$ cat config.mk
export PLATFORM = sky130hd
export DESIGN_NAME = varint_length_prefixed_deframer
export DESIGN_NICKNAME = d
export VERILOG_FILES = /design/src/rtl/vlpd_pkg.sv /design/src/rtl/varint_length_prefixed_deframer.sv /design/src/rtl/vlpd_in_stage.sv /design/src/rtl/vlpd_core.sv /design/src/rtl/vlpd_out_reg.sv
export VERILOG_INCLUDE_DIRS = /design/src /design/src/rtl
export SDC_FILE = /design/constraint.sdc
export NUM_CORES = 1
export LEC_CHECK = 0
export BUFFER_PORTS_ARGS = -buffer_cell sky130_fd_sc_hd__buf_2
export CORE_MARGIN = 2
export CORE_UTILIZATION = 50
export CTS_CLUSTER_DIAMETER = 50
export DETAILED_ROUTE_END_ITERATION = 10
export PLACE_DENSITY = 0.69
export SLEW_MARGIN = 20
export SYNTH_ARGS = -nofsm -noshare
export SYNTH_HDL_FRONTEND = slang
export SYNTH_SLANG_ARGS = --single-unit
$ cat constraint.sdc
create_clock -name clk -period 13.85 [get_ports clk]
set_input_delay 2.77 -clock clk [delete_from_list [all_inputs] [get_ports clk]]
set_output_delay 2.77 -clock clk [all_outputs]
set_load 0.005 [all_outputs]
$ cat src/rtl/varint_length_prefixed_deframer_macros.svh
// Assertion macros for the varint length-prefixed deframer.
`ifndef VARINT_LENGTH_PREFIXED_DEFRAMER_MACROS_SVH
`define VARINT_LENGTH_PREFIXED_DEFRAMER_MACROS_SVH
`ifndef SYNTH
// Same-cycle implication, disabled while in reset.
`define VLPD_ASSERT_IMP(lbl, clk, rst_n, ante, cons) \
    lbl: assert property (@(posedge clk) disable iff (!rst_n) (ante) |-> (cons)) \
        else $error("assertion failed");
// Next-cycle implication, disabled while in reset.
`define VLPD_ASSERT_NXT(lbl, clk, rst_n, ante, cons) \
    lbl: assert property (@(posedge clk) disable iff (!rst_n) (ante) |=> (cons)) \
        else $error("assertion failed");
`else
`define VLPD_ASSERT_IMP(lbl, clk, rst_n, ante, cons)
`define VLPD_ASSERT_NXT(lbl, clk, rst_n, ante, cons)
`endif
`endif

$ cat src/rtl/vlpd_pkg.sv
// Types and constants shared by the deframer modules.
`default_nettype none
package vlpd_pkg;

    localparam logic [7:0] CONT_BIT = 8'h80;
    localparam logic [3:0] HDR_MAX  = 4'd10;
    localparam logic [7:0] NEWLINE  = 8'h0A;
    localparam int unsigned CFG_W   = 9;
    // three 7-bit groups at most before a length counts as oversize, plus carry
    localparam int unsigned SUM_W   = 22;

    typedef enum logic [1:0] {
        ST_OK       = 2'd0,
        ST_BAD_LEN  = 2'd1,
        ST_HDR_LONG = 2'd2,
        ST_NO_NL    = 2'd3
    } status_t;

    typedef struct packed {
        logic [7:0] payload_byte;
        logic       keep_byte;
        logic       end_of_message;
        status_t    status;
    } result_t;

endpackage
`default_nettype wire

$ cat src/rtl/varint_length_prefixed_deframer.sv
// Top level of the LEB128 length-prefixed message deframer.
//
//  channel | direction | handshake              | payload
//  --------+-----------+------------------------+---------------------------------
//  in      | sink      | in_valid / in_ready    | in_byte
//  out     | source    | out_valid / out_ready  | payload_byte, keep_byte,
//          |           |                        | end_of_message, status
//  cfg     | sink      | cfg_valid / cfg_ready  | max_length (capacity)
//
// One byte per cycle sustained while the output is not stalled. A byte waits
// in the input register; the core step (header group add and compare, or
// payload count) runs between that register and the result register, which
// holds the result until it transfers. Header bytes that raise no error give
// no result.
// Reset is asynchronous and active low; capacity resets to 256, framing to
// header phase. A stalled output holds the result register; the input
// register then fills and in_ready drops until out_ready returns.
// cfg_ready is always high.
`default_nettype none
`include "varint_length_prefixed_deframer_macros.svh"
module varint_length_prefixed_deframer
    import vlpd_pkg::*;
#(
    parameter int unsigned MAX_CAPACITY = 256
)
(
    input  wire logic             clk,
    input  wire logic             rst_n,
    input  wire logic             in_valid,
    output logic                  in_ready,
    input  wire logic [7:0]       in_byte,
    output logic                  out_valid,
    input  wire logic             out_ready,
    output logic [7:0]            payload_byte,
    output logic                  keep_byte,
    output logic                  end_of_message,
    output logic [1:0]            status,
    input  wire logic             cfg_valid,
    output logic                  cfg_ready,
    input  wire logic [CFG_W-1:0] max_length
);

    logic [CFG_W-1:0] max_length_reg;
    logic [CFG_W-1:0] max_length_next;
    logic             hold_valid;
    logic [7:0]       hold_byte;
    logic             advance;
    logic             res_valid;
    result_t          res;
    result_t          out_res;

    // capacity register; writes must come only while the block is idle (not enforced here)
    assign cfg_ready       = 1'b1;
    assign max_length_next = (cfg_valid && cfg_ready) ? max_length : max_length_reg;

    always_ff @(posedge clk or negedge rst_n)
    begin
        if (!rst_n)
        begin
            max_length_reg <= CFG_W'(256);
        end
        else
        begin
            max_length_reg <= max_length_next;
        end
    end

    // the held byte steps the core when the result slot is free or draining
    assign advance = hold_valid && (!out_valid || out_ready);

    vlpd_in_stage u_in_stage
    (
        .clk        (clk),
        .rst_n      (rst_n),
        .in_valid   (in_valid),
        .in_ready   (in_ready),
        .in_byte    (in_byte),
        .advance    (advance),
        .hold_valid (hold_valid),
        .hold_byte  (hold_byte)
    );

    vlpd_core #(
        .MAX_CAPACITY (MAX_CAPACITY)
    ) u_core
    (
        .clk        (clk),
        .rst_n      (rst_n),
        .advance    (advance),
        .byte_in    (hold_byte),
        .max_length (max_length_reg),
        .res_valid  (res_valid),
        .res        (res)
    );

    vlpd_out_reg u_out_reg
    (
        .clk        (clk),
        .rst_n      (rst_n),
        .load       (advance),
        .load_valid (res_valid),
        .load_res   (res),
        .out_ready  (out_ready),
        .out_valid  (out_valid),
        .out_res    (out_res)
    );

    assign payload_byte   = out_res.payload_byte;
    assign keep_byte      = out_res.keep_byte;
    assign end_of_message = out_res.end_of_message;
    assign status         = out_res.status;

    // error results carry a zero byte, no keep, and close the message
    `VLPD_ASSERT_IMP(a_err_shape, clk, rst_n, out_valid && (out_res.status != ST_OK),
                     end_of_message && !keep_byte && (payload_byte == 8'd0))
    // a mid-message byte is always a kept, good byte
    `VLPD_ASSERT_IMP(a_mid_kept, clk, rst_n, out_valid && !end_of_message,
                     keep_byte && (out_res.status == ST_OK))
    // an empty result slot never backs up the input
    `VLPD_ASSERT_IMP(a_in_free, clk, rst_n, !out_valid, in_ready)
    // a result produced by a core step shows on the next cycle
    `VLPD_ASSERT_NXT(a_res_shown, clk, rst_n, advance && res_valid, out_valid)

endmodule
`default_nettype wire

$ cat src/rtl/vlpd_in_stage.sv
// Input register stage: holds one byte until the core consumes it.
`default_nettype none
module vlpd_in_stage
(
    input  wire logic       clk,
    input  wire logic       rst_n,
    input  wire logic       in_valid,
    output logic            in_ready,
    input  wire logic [7:0] in_byte,
    input  wire logic       advance,
    output logic            hold_valid,
    output logic [7:0]      hold_byte
);

    logic       valid_reg;
    logic       valid_next;
    logic [7:0] byte_reg;

    // free slot, or the held byte leaves this cycle
    assign in_ready = !valid_reg || advance;

    always_comb
    begin
        valid_next = valid_reg;
        if (in_ready)
        begin
            valid_next = in_valid;
        end
    end

    always_ff @(posedge clk or negedge rst_n)
    begin
        if (!rst_n)
        begin
            valid_reg <= 1'b0;
        end
        else
        begin
            valid_reg <= valid_next;
        end
    end

    always_ff @(posedge clk)
    begin
        if (in_ready && in_valid)
        begin
            byte_reg <= in_byte;
        end
    end

    assign hold_valid = valid_reg;
    assign hold_byte  = byte_reg;

endmodule
`default_nettype wire

$ cat src/rtl/vlpd_core.sv
// Header decode and payload count: framing state and one-byte step logic.
`default_nettype none
module vlpd_core
    import vlpd_pkg::*;
#(
    parameter int unsigned MAX_CAPACITY = 256
)
(
    input  wire logic             clk,
    input  wire logic             rst_n,
    input  wire logic             advance,
    input  wire logic [7:0]       byte_in,
    input  wire logic [CFG_W-1:0] max_length,
    output logic                  res_valid,
    output result_t               res
);

    localparam int unsigned LEN_W = $clog2(MAX_CAPACITY + 1);
    localparam int unsigned CMP_W = (LEN_W > CFG_W) ? LEN_W : CFG_W;

    logic             in_payload_reg, in_payload_next;
    logic [3:0]       header_count_reg, header_count_next;
    logic [LEN_W-1:0] length_accum_reg, length_accum_next;
    logic             length_oversize_reg, length_oversize_next;
    logic [LEN_W-1:0] bytes_left_reg, bytes_left_next;

    logic [CMP_W-1:0] cap_raw;
    logic [CMP_W-1:0] cap;
    logic [6:0]       data;
    logic [3:0]       cnt;
    logic [SUM_W-1:0] group;
    logic [SUM_W-1:0] sum;

    assign cap_raw = CMP_W'(max_length);
    assign cap     = (cap_raw > CMP_W'(MAX_CAPACITY)) ? CMP_W'(MAX_CAPACITY) : cap_raw;
    assign data    = byte_in[6:0];
    assign cnt     = header_count_reg + 4'd1;

    always_comb
    begin
        unique case (header_count_reg[1:0])
            2'd0:    group = SUM_W'(data);
            2'd1:    group = SUM_W'({data, 7'd0});
            default: group = SUM_W'({data, 14'd0});
        endcase
    end

    assign sum = SUM_W'(length_accum_reg) + group;

    always_comb
    begin
        in_payload_next      = in_payload_reg;
        header_count_next    = header_count_reg;
        length_accum_next    = length_accum_reg;
        length_oversize_next = length_oversize_reg;
        bytes_left_next      = bytes_left_reg;
        res_valid            = 1'b0;
        res.payload_byte     = byte_in;
        res.keep_byte        = 1'b1;
        res.end_of_message   = 1'b0;
        res.status           = ST_OK;

        if (in_payload_reg)
        begin
            res_valid = 1'b1;
            if (bytes_left_reg > LEN_W'(1))
            begin
                bytes_left_next = bytes_left_reg - LEN_W'(1);
            end
            else
            begin
                in_payload_next      = 1'b0;
                header_count_next    = 4'd0;
                length_accum_next    = '0;
                length_oversize_next = 1'b0;
                bytes_left_next      = '0;
                res.end_of_message   = 1'b1;
                priority if (byte_in == NEWLINE)
                begin
                    res.keep_byte = 1'b0;
                end
                else if (CMP_W'(length_accum_reg) < cap)
                begin
                    res.keep_byte = 1'b1;
                end
                else
                begin
                    res.payload_byte = 8'd0;
                    res.keep_byte    = 1'b0;
                    res.status       = ST_NO_NL;
                end
            end
        end
        else
        begin
            // accumulate a 7-bit group; wide values latch oversize, never wrap
            if (!length_oversize_reg && (data != 7'd0))
            begin
                if (header_count_reg >= 4'd3)
                begin
                    length_oversize_next = 1'b1;
                end
                else if (sum > SUM_W'(MAX_CAPACITY))
                begin
                    length_oversize_next = 1'b1;
                end
                else
                begin
                    length_accum_next = sum[LEN_W-1:0];
                end
            end
            header_count_next = cnt;

            if ((byte_in & CONT_BIT) != 8'd0)
            begin
                if (cnt >= HDR_MAX)
                begin
                    header_count_next    = 4'd0;
                    length_accum_next    = '0;
                    length_oversize_next = 1'b0;
                    res_valid            = 1'b1;
                    res.payload_byte     = 8'd0;
                    res.keep_byte        = 1'b0;
                    res.end_of_message   = 1'b1;
                    res.status           = ST_HDR_LONG;
                end
            end
            else if (length_oversize_next || (length_accum_next == '0) ||
                     (CMP_W'(length_accum_next) > cap))
            begin
                header_count_next    = 4'd0;
                length_accum_next    = '0;
                length_oversize_next = 1'b0;
                res_valid            = 1'b1;
                res.payload_byte     = 8'd0;
                res.keep_byte        = 1'b0;
                res.end_of_message   = 1'b1;
                res.status           = ST_BAD_LEN;
            end
            else
            begin
                in_payload_next   = 1'b1;
                header_count_next = 4'd0;
                bytes_left_next   = length_accum_next;
            end
        end
    end

    always_ff @(posedge clk or negedge rst_n)
    begin
        if (!rst_n)
        begin
            in_payload_reg      <= 1'b0;
            header_count_reg    <= 4'd0;
            length_accum_reg    <= '0;
            length_oversize_reg <= 1'b0;
            bytes_left_reg      <= '0;
        end
        else if (advance)
        begin
            in_payload_reg      <= in_payload_next;
            header_count_reg    <= header_count_next;
            length_accum_reg    <= length_accum_next;
            length_oversize_reg <= length_oversize_next;
            bytes_left_reg      <= bytes_left_next;
        end
    end

endmodule
`default_nettype wire

$ cat src/rtl/vlpd_out_reg.sv
// Result register: holds one result until the consumer takes it.
`default_nettype none
module vlpd_out_reg
    import vlpd_pkg::*;
(
    input  wire logic    clk,
    input  wire logic    rst_n,
    input  wire logic    load,
    input  wire logic    load_valid,
    input  wire result_t load_res,
    input  wire logic    out_ready,
    output logic         out_valid,
    output result_t      out_res
);

    logic    valid_reg;
    logic    valid_next;
    result_t res_reg;

    always_comb
    begin
        valid_next = valid_reg;
        priority if (load)
        begin
            valid_next = load_valid;
        end
        else if (out_ready)
        begin
            valid_next = 1'b0;
        end
    end

    always_ff @(posedge clk or negedge rst_n)
    begin
        if (!rst_n)
        begin
            valid_reg <= 1'b0;
        end
        else
        begin
            valid_reg <= valid_next;
        end
    end

    always_ff @(posedge clk)
    begin
        if (load && load_valid)
        begin
            res_reg <= load_res;
        end
    end

    assign out_valid = valid_reg;
    assign out_res   = res_reg;

endmodule
`default_nettype wire

Word-level counts from Yosys, hierarchy flattened
Index checks and enable logic that the tools add are counted.
- order comparisons: 7
- add/sub/neg operators: 3
- equality and inequality tests: 5
- muxes and demuxes: 49
- reductions and logical operators: 17
- operators with widths (kind ; count):
    $mux 9 ; 14
    $mux 12 ; 4
    $pmux 21 s2 ; 1
    $add 9x21->22 ; 1
    $gt 22x9->1 const B ; 1
    $mux 1 ; 21
    $mux 4 ; 4
    $mux 8 ; 2
    $mux 11 ; 1
    $gt 9x1->1 const B ; 1
    $gt 9x9->1 ; 1
    $gt 9x9->1 const B ; 1
    $logic_not 9->1 ; 1
    $lt 9x9->1 ; 1
    $sub 9x1->9 const B ; 1
    $eq 8x4->1 const B ; 1
    $reduce_bool 7->1 ; 1
    $add 4x1->4 const B ; 1
    $ge 4x2->1 const B ; 1
    $ge 4x4->1 const B ; 1
    $logic_and 1x1->1 ; 4
    $logic_or 1x1->1 ; 4
    $mux 2 ; 2
    $ne 2x2->1 const B ; 2
    7 further kinds ; 9
- output and inout port bits: 15
- input bits: 22
- register bits after elaboration: 55
- word-level logic and storage cells: 94

Logic depth before layout (Yosys ltp)
Gate-level depths: netlist of run 1.
- depth after elaboration: 15
- gate-level depth with buffers: 27
- mapped depth without buffers: 24

By module
Synthesis of run 1 repeated with hierarchy kept, for this count alone.
- cells, all modules: 450
- area, all modules: 4122.7 um2
- modules (own cells, without submodules) (module ; cells an instance ; times used ; sequential area each (um2) ; area each (um2)):
    vlpd_core ; 399 ; 1 ; 600.6 ; 3027.9
    vlpd_out_reg ; 16 ; 1 ; 385.4 ; 405.4
    varint_length_prefixed_deframer ; 23 ; 1 ; 226.5 ; 395.4
    vlpd_in_stage ; 12 ; 1 ; 265.3 ; 294.0

Worst setup path before layout of run 1
No wires, ideal clock.
- path kind: register to register
- start: reg u_core.header_count_reg[1]
- end: reg u_out_reg.res_reg, in the netlist u_out_reg.out_res[0] (enable)
- path buffers: 2
- setup time: 0.336 ns
- required time: 13.514 ns
- clock period less this slack: 6.550 ns
- arrival time: 6.214 ns
- path slack: 7.300 ns
- cell stages (with the launch flop): 26
- cell sequence: dfrtp_1 -> clkbuf_1 -> inv_1 -> ha_1 -> and2_1 -> ha_1 -> fa_1 -> a21o_1 -> a221o_1 -> and4_1 -> or4_4 -> a211oi_2 -> nand3_1 -> nor2_1 -> mux2_2 -> ha_1 -> a21o_1 -> a21o_1 -> a21oi_1 -> a21boi_0 -> nand3_1 -> a22o_1 -> a311oi_4 -> a21o_1 -> buf_4 -> a21oi_1
- cells in the longest elaborated chain, start to end: 15
- elaborated cells on any way between the ends: 25
- those cells by class: add/sub (2); order compare (4); eq/ne (1); mux (13); reduce/logical (5)
- RTL lines (what ; RTL line ; text):
    start: declaration ; vlpd_core.sv:22 ; logic [3:0] header_count_reg, header_count_next;
    start signal: assignment ; vlpd_core.sv:162 ; header_count_reg <= header_count_next;
    parallel branches: the longest is 12 deep, another holds $add 9x21->22 ; -- ;
    $mux 1 * ; vlpd_core.sv:114 ; if ((byte_in & CONT_BIT) != 8'd0)
    $mux 1 * ; vlpd_core.sv:63 ; if (in_payload_reg)
    $logic_and 1x1->1 * ; vlpd_out_reg.sv:47 ; if (load && load_valid)
    end signal: assignment ; vlpd_out_reg.sv:49 ; res_reg <= load_res;
    end: declaration ; vlpd_out_reg.sv:18 ; result_t res_reg;
Mark *: on every way between the ends. The select of a mux whose other input is x is not followed.
A chain may end at the register's enable or synchronous reset.

Worst setup path in the final report of run 1
- start: reg u_core.header_count_reg[1]
- end: reg u_out_reg.res_reg, in the netlist u_out_reg.out_res[10] (enable)
The elaborated chain is that of the path after synthesis.

==> metrics.cfg, run 1 <==
[outcome]
outcome=finished, final reports clean

[placement]
place_ws_ps=6600
placed_cells=547
hpwlAfterDp_mm=7.49
placed_area_um2=4210
portBuffers=35
place.gp.congestion=0.968

[global_route]
grt_max_degree=36
antenna_found_initial=0
overflow=0
grt_pass1_vias=3255
grt_usage=0.233
grt_pass1_wl_mm=16.0

[die]
die_height_um=93.1
start_util=0.514
die_w_um=93.1
ioPinCount=37
die-area_um2=8670
core_area_um2=7730
rows=32

[synthesis]
synth-adder-area-share=0.0965
yosysTopAreaCell=dfrtp_1
synth_cells=424
synth_compound_area_frac=0.224
synth_edf_count=20
ys_warn_count=0
synth_nets=476
avgSynthCellArea_um2=9.36
async_flop_share=0.636
synth.area.mux_share=0.0495
ys_seq_elements=55
netlist.area_leader.share=0.214
synthFlopType=dfrtp_1
yosys.area_share.simple=0.201
synthXorXnorAreaFrac=0.0154
yosysSeqAreaShare=0.372
synth_area_um2=3970
synth_cell_types=66
synth_top_family_by_area=compound AO/OA/AOI/OAI gates
netlist_top_cells_area=dfrtp_1 (21%), edfxtp_1 (15%), ha_1 (9.1%)

[finish]
fill_cells=694
drive_gt1_frac=0.148
multi_input_area_um2=2340
final_nets=504
fin_area_um2=4310
layout_commonest_cell=nand2_1
instances_no_fill=555
area_delta_synth_final_pct=8.48
layout_common_cells=nand2_1 (45), buf_2 (35), dfrtp_1 (34)
largest_reg_flops=12
antenna_cells=0
fin_util=0.557
regArea_um2=1480

[critical_path]
rr_endpoint=u_out_reg.out_res[10]
cp.required_ps=13860
r2r_setup_slack_ps=6650
start_kind=flop
end_kind=flop
crit-reg2reg-launch=u_core.header_count_reg[1]
cp_data_arrival_time_ps=7210
reg2regPathDepth=23
worstPathMaxFanout=12
worstSetupPathType=flop to flop

[worst_hold_path]
worstHoldPathCells=1
min_to=max_length_reg[2]
min_from=max_length_reg[2]
worstHoldPathType=flop to flop

[clock_network]
cts_resized=0
clkTransAtPathRegs_ps=100
max-clock-path-buffers=2
postCtsSetupBuffers=0
clock_sinks=55
worstSkewPairLatency_ps=310
cts_hold_buf=0
cts_buffers=5
cts_tree=yes
clockRootBuffer=clkbuf_8
cts.htree.levels=2

[sta]
min_period_over_period=0.520
setup_viol=0
timing.setup.tns_ps=0
worstMarginPinSlew_ps=814
hold_viol_final=0
fmax_mhz=139
rsz0062_at_grt=false
fin_skew_ps=7.10
maxSlewViolCount=0
slew_headroom=0.457
layout_setup_ws_ps=6650
fin_hold_ws_ps=513
period_minus_slack_ps=7200

[drt]
via_per_inst=6.27
wl_per_cell_um=18.0
ant_nets=0
first_pass_iters=5
vias=3482
drt_iter0_markers=237
post-route-drc-count=0
drt_wl_total_mm=10.0

[flow_run]
drv_cap=0

[pwr]
irDropWorstVdd_mv=0.101
leakagePower_nw=1.97
power.density_nw_per_um2=197
power_mw=0.849

[synthesized netlist by cell type, types with 8 or more instances]
master / n
nor3_1: 10
nand2_1: 45
inv_1: 23
nand3_1: 13
nor2_1: 22
clkbuf_1: 11
a21o_1: 15
mux2_2: 12
a32o_1: 8
o21ai_0: 14
and3_1: 14
edfxtp_1: 20
and2_1: 15
ha_1: 29
a21oi_1: 26
dfrtp_1: 34
[cells by family after synthesis]
logic type,count (synthesis)
fa+ha+maj,30
compound gates,119
flops,55
other cells,1
mux,18
buf+inv,39
xor+xnor,7
simple gates,155
[per-layer routing]
metal	up-vias	wire length [µm]	GRT usage
met5	-	0	0
met4	0	206	0.0662
met3	20	512	0.0411
met2	127	4760	0.371
met1	1683	4540	0.327
li1	1652	-	-
[power by group]
| group | leakage [nW] | switching [mW] | total (mW) | internal (mW) |
|---|---|---|---|---|
| clock network | 0.0495 | 0.0548 | 0.0935 | 0.0386 |
| logic | 1.29 | 0.285 | 0.483 | 0.198 |
| registers | 0.630 | 0.0561 | 0.273 | 0.217 |
[how the worst max path moves through the flow]
stage / startpoint / endpoint / slack [ps] / depth (start not counted)
floorplan: u_core.header_count_reg[1] / u_out_reg.out_res[0] / 7300 / 25
global route: u_core.header_count_reg[1] / u_out_reg.out_res[10] / 6250 / 23
detailed placement: u_core.header_count_reg[1] / u_out_reg.out_res[8] / 6600 / 23
global placement: u_core.header_count_reg[1] / u_out_reg.out_res[7] / 6910 / 23
CTS: u_core.header_count_reg[1] / u_out_reg.out_res[10] / 6570 / 23
finish: u_core.header_count_reg[1] / u_out_reg.out_res[10] / 6650 / 23
[worst max-delay path, cell delays in order, from the launching register on]
cell      delay (ps)
dfrtp_1          530
inv_1            130
ha_1             270
and2_1           180
ha_1             200
fa_1             440
a21o_1           200
a221o_1          380
and4_1           240
or4_4            540
a211oi_2         230
nand3_1          170
nor2_1           360
mux2_2           430
ha_1             320
a21o_1           180
a21o_1           170
a21oi_1          210
a21boi_0         210
nand3_1           90
a22o_1           290
a311oi_4         470
a21o_1           380
a21oi_2          270
[layout make-up]
cell class | count | area share
clock inverters | 2 | 0.00349
multi-input cells | 330 | 0.543
well taps | 102 | 0.0296
repair buffers | 36 | 0.0424
flip-flops and latches | 55 | 0.343
clock buffers | 6 | 0.0177
inverters | 24 | 0.0209
Note: power is estimated with default switching activity, not from simulation.
==> run 2, diff against run 1 <==
clock period = 7.3 ns   (was 13.85 ns; I/O delays follow)
==> run 2 against run 1 <==
Compared with the run above: register-to-register slack got worse by 6200 ps; clock-buffer cell count decreased by 1; first-iteration DRC count increased by 11%; critical path type unchanged; largest power group unchanged.
==> metrics.cfg, run 2 (synthesized netlist as in run 1, its figures left out) <==
[finish]
layout_commonest_cell=nand2_1
area_delta_synth_final_pct=9.27
layout_common_cells=nand2_1 (45), buf_2 (35), dfrtp_1 (34)
antenna_cells=0  ; unchanged
fill_cells=691  ; -0.43%
regArea_um2=1480  ; unchanged
drive_gt1_frac=0.149  ; +0.00155
largest_reg_flops=12  ; unchanged
final_nets=506  ; +0.40%
fin_area_um2=4340  ; +0.73%
multi_input_area_um2=2340  ; unchanged
instances_no_fill=557  ; +0.36%

[clock_network]
clkTransAtPathRegs_ps=100  ; about the same
cts_hold_buf=0  ; unchanged
cts_buffers=5  ; unchanged
postCtsSetupBuffers=0  ; unchanged
clockRootBuffer=clkbuf_8
worstSkewPairLatency_ps=320  ; about the same
cts_tree=yes
cts_resized=0  ; unchanged
cts.htree.levels=2  ; unchanged
max-clock-path-buffers=2  ; unchanged
clock_sinks=55  ; unchanged

[sta]
rsz0062_at_grt=false
maxSlewViolCount=0  ; unchanged
timing.setup.tns_ps=0  ; unchanged
min_period_over_period=0.944  ; +0.424
slew_headroom=0.432  ; -0.0252
worstMarginPinSlew_ps=850  ; +36.0 ps
fmax_mhz=145  ; +4.5%
hold_viol_final=0  ; unchanged
period_minus_slack_ps=6890  ; -311 ps
fin_skew_ps=6.09  ; -1.01 ps
setup_viol=0  ; unchanged

[global_route]
antenna_found_initial=0  ; unchanged
grt_max_degree=36  ; unchanged
grt_usage=0.235  ; +0.00161
grt_pass1_vias=3242  ; -0.40%
overflow=0  ; unchanged
grt_pass1_wl_mm=16.1  ; +0.34%

[drt]
vias=3484  ; +0.057%
drt_wl_total_mm=9.90  ; -1.2%
first_pass_iters=5  ; unchanged
post-route-drc-count=0  ; unchanged
ant_nets=0  ; unchanged
via_per_inst=6.25  ; -0.30%
wl_per_cell_um=17.8  ; -1.5%
drt_iter0_markers=263  ; +11%

[critical_path]
r2r_setup_slack_ps=410  ; -6240 ps
slowest_delay_ps=540  ; about the same
crit_start=u_core.header_count_reg[1]
start_kind=flop
cp_common_cell=a21o_1
worstPathMaxFanout=11  ; -1
cp_data_arrival_time_ps=6930  ; -280 ps
reg2regPathDepth=24  ; +4.3%
cp_slowest_cell=or4_4
worstSetupPathType=flop to flop
crit_path_end=u_out_reg.out_res[2]
crit-reg2reg-launch=u_core.header_count_reg[1]
cp.required_ps=7340  ; -6520 ps
rr_endpoint=u_out_reg.out_res[2]
end_kind=flop
crit_chain=inv_1 > ha_1 > and2_1 > ha_1 > fa_1 > a21o_1 > a221o_1 > and4_1 > or4_4 > a211oi_2 > nand3_1 > nor2_1 > mux2_2 > ha_1 > a21o_1 > a21o_1 > a21oi_1 > a21boi_0 > nand3_1 > a22o_1 > a311oi_4 > a21o_1 > buf_4 > a21boi_0

[outcome]
outcome=finished, final reports clean

[die]
ioPinCount=37  ; unchanged
die-area_um2=8670  ; unchanged
die_w_um=93.1  ; unchanged
rows=32  ; unchanged
start_util=0.514  ; unchanged
die_height_um=93.1  ; unchanged
core_area_um2=7730  ; unchanged

[placement]
hpwlAfterDp_mm=7.43  ; -0.82%
portBuffers=35  ; unchanged
place.gp.congestion=0.996  ; +2.9%
placed_cells=549  ; +0.37%
placed_area_um2=4230  ; +0.36%

[pwr]
leakagePower_nw=1.98  ; +0.82%
irDropWorstVdd_mv=0.163  ; +62%
power_mw=1.63  ; +92%
power.density_nw_per_um2=377  ; +91%

[worst_hold_path]
worstHoldPathType=flop to flop

[flow_run]
drv_cap=0  ; unchanged

==> run 2: worst max-delay path: cells and delay by family (launching register included) <==
kind / cells / cell delay (ps)
AO/OA/AOI/OAI: 11 / 2610
adder cells (fa/ha/maj): 4 / 1210
buffers and inverters: 2 / 310
flip-flops: 1 / 510
multiplexers: 1 / 420
AND/OR/NAND/NOR: 6 / 1550
==> run 2: metrics by stage <==
step / utilization / worst slack, ps / hold slack [ps]
4_1_cts: 0.561 / 378 / 511
3_5_place_dp: 0.547 / 429 / 485
5_1_grt: 0.561 / 82.9 / 534
3_3_place_gp: 0.547 / 639 / 484
2_1_floorplan: - / 750 / 457
6_report: 0.561 / 412 / 513
==> run 2: report_power, final <==
| part | internal (mW) | leakage, nW | switching (mW) | total [mW] |
|---|---|---|---|---|
| clock network | 0.101 | 0.0556 | 0.104 | 0.205 |
| registers | 0.411 | 0.630 | 0.105 | 0.516 |
| logic | 0.381 | 1.30 | 0.532 | 0.913 |
| total | 0.893 | 1.98 | 0.741 | 1.63 |
==> run 2: worst min path at each step <==
stage / startpoint / to / slack [ps] / cells past startpoint
2_1_floorplan: u_core.bytes_left_reg[7] / u_core.bytes_left_reg[7] / 460 / 1
3_3_place_gp: u_core.bytes_left_reg[7] / u_core.bytes_left_reg[7] / 480 / 1
3_5_place_dp: u_core.bytes_left_reg[7] / u_core.bytes_left_reg[7] / 490 / 1
4_1_cts: u_core.bytes_left_reg[7] / u_core.bytes_left_reg[7] / 510 / 1
5_1_grt: max_length_reg[4] / max_length_reg[4] / 530 / 1
6_report: u_core.bytes_left_reg[7] / u_core.bytes_left_reg[7] / 510 / 1
==> run 2: layer usage <==
layer / track usage / vias up / wire length [µm]
met3: 0.0330 / 19 / 543
met2: 0.372 / 132 / 4580
met1: 0.333 / 1683 / 4560
li1: - / 1650 / -
met4: 0.0748 / 0 / 213
met5: 0 / - / 0
==> run 2: area by class of cell <==
cell class / count / share of cell area
inverters: 24 / 0.0208
flip-flops and latches: 55 / 0.341
clock buffers: 5 / 0.0159
clock inverters: 3 / 0.00894
repair buffers: 38 / 0.0456
multi-input cells: 330 / 0.539
well taps: 102 / 0.0294
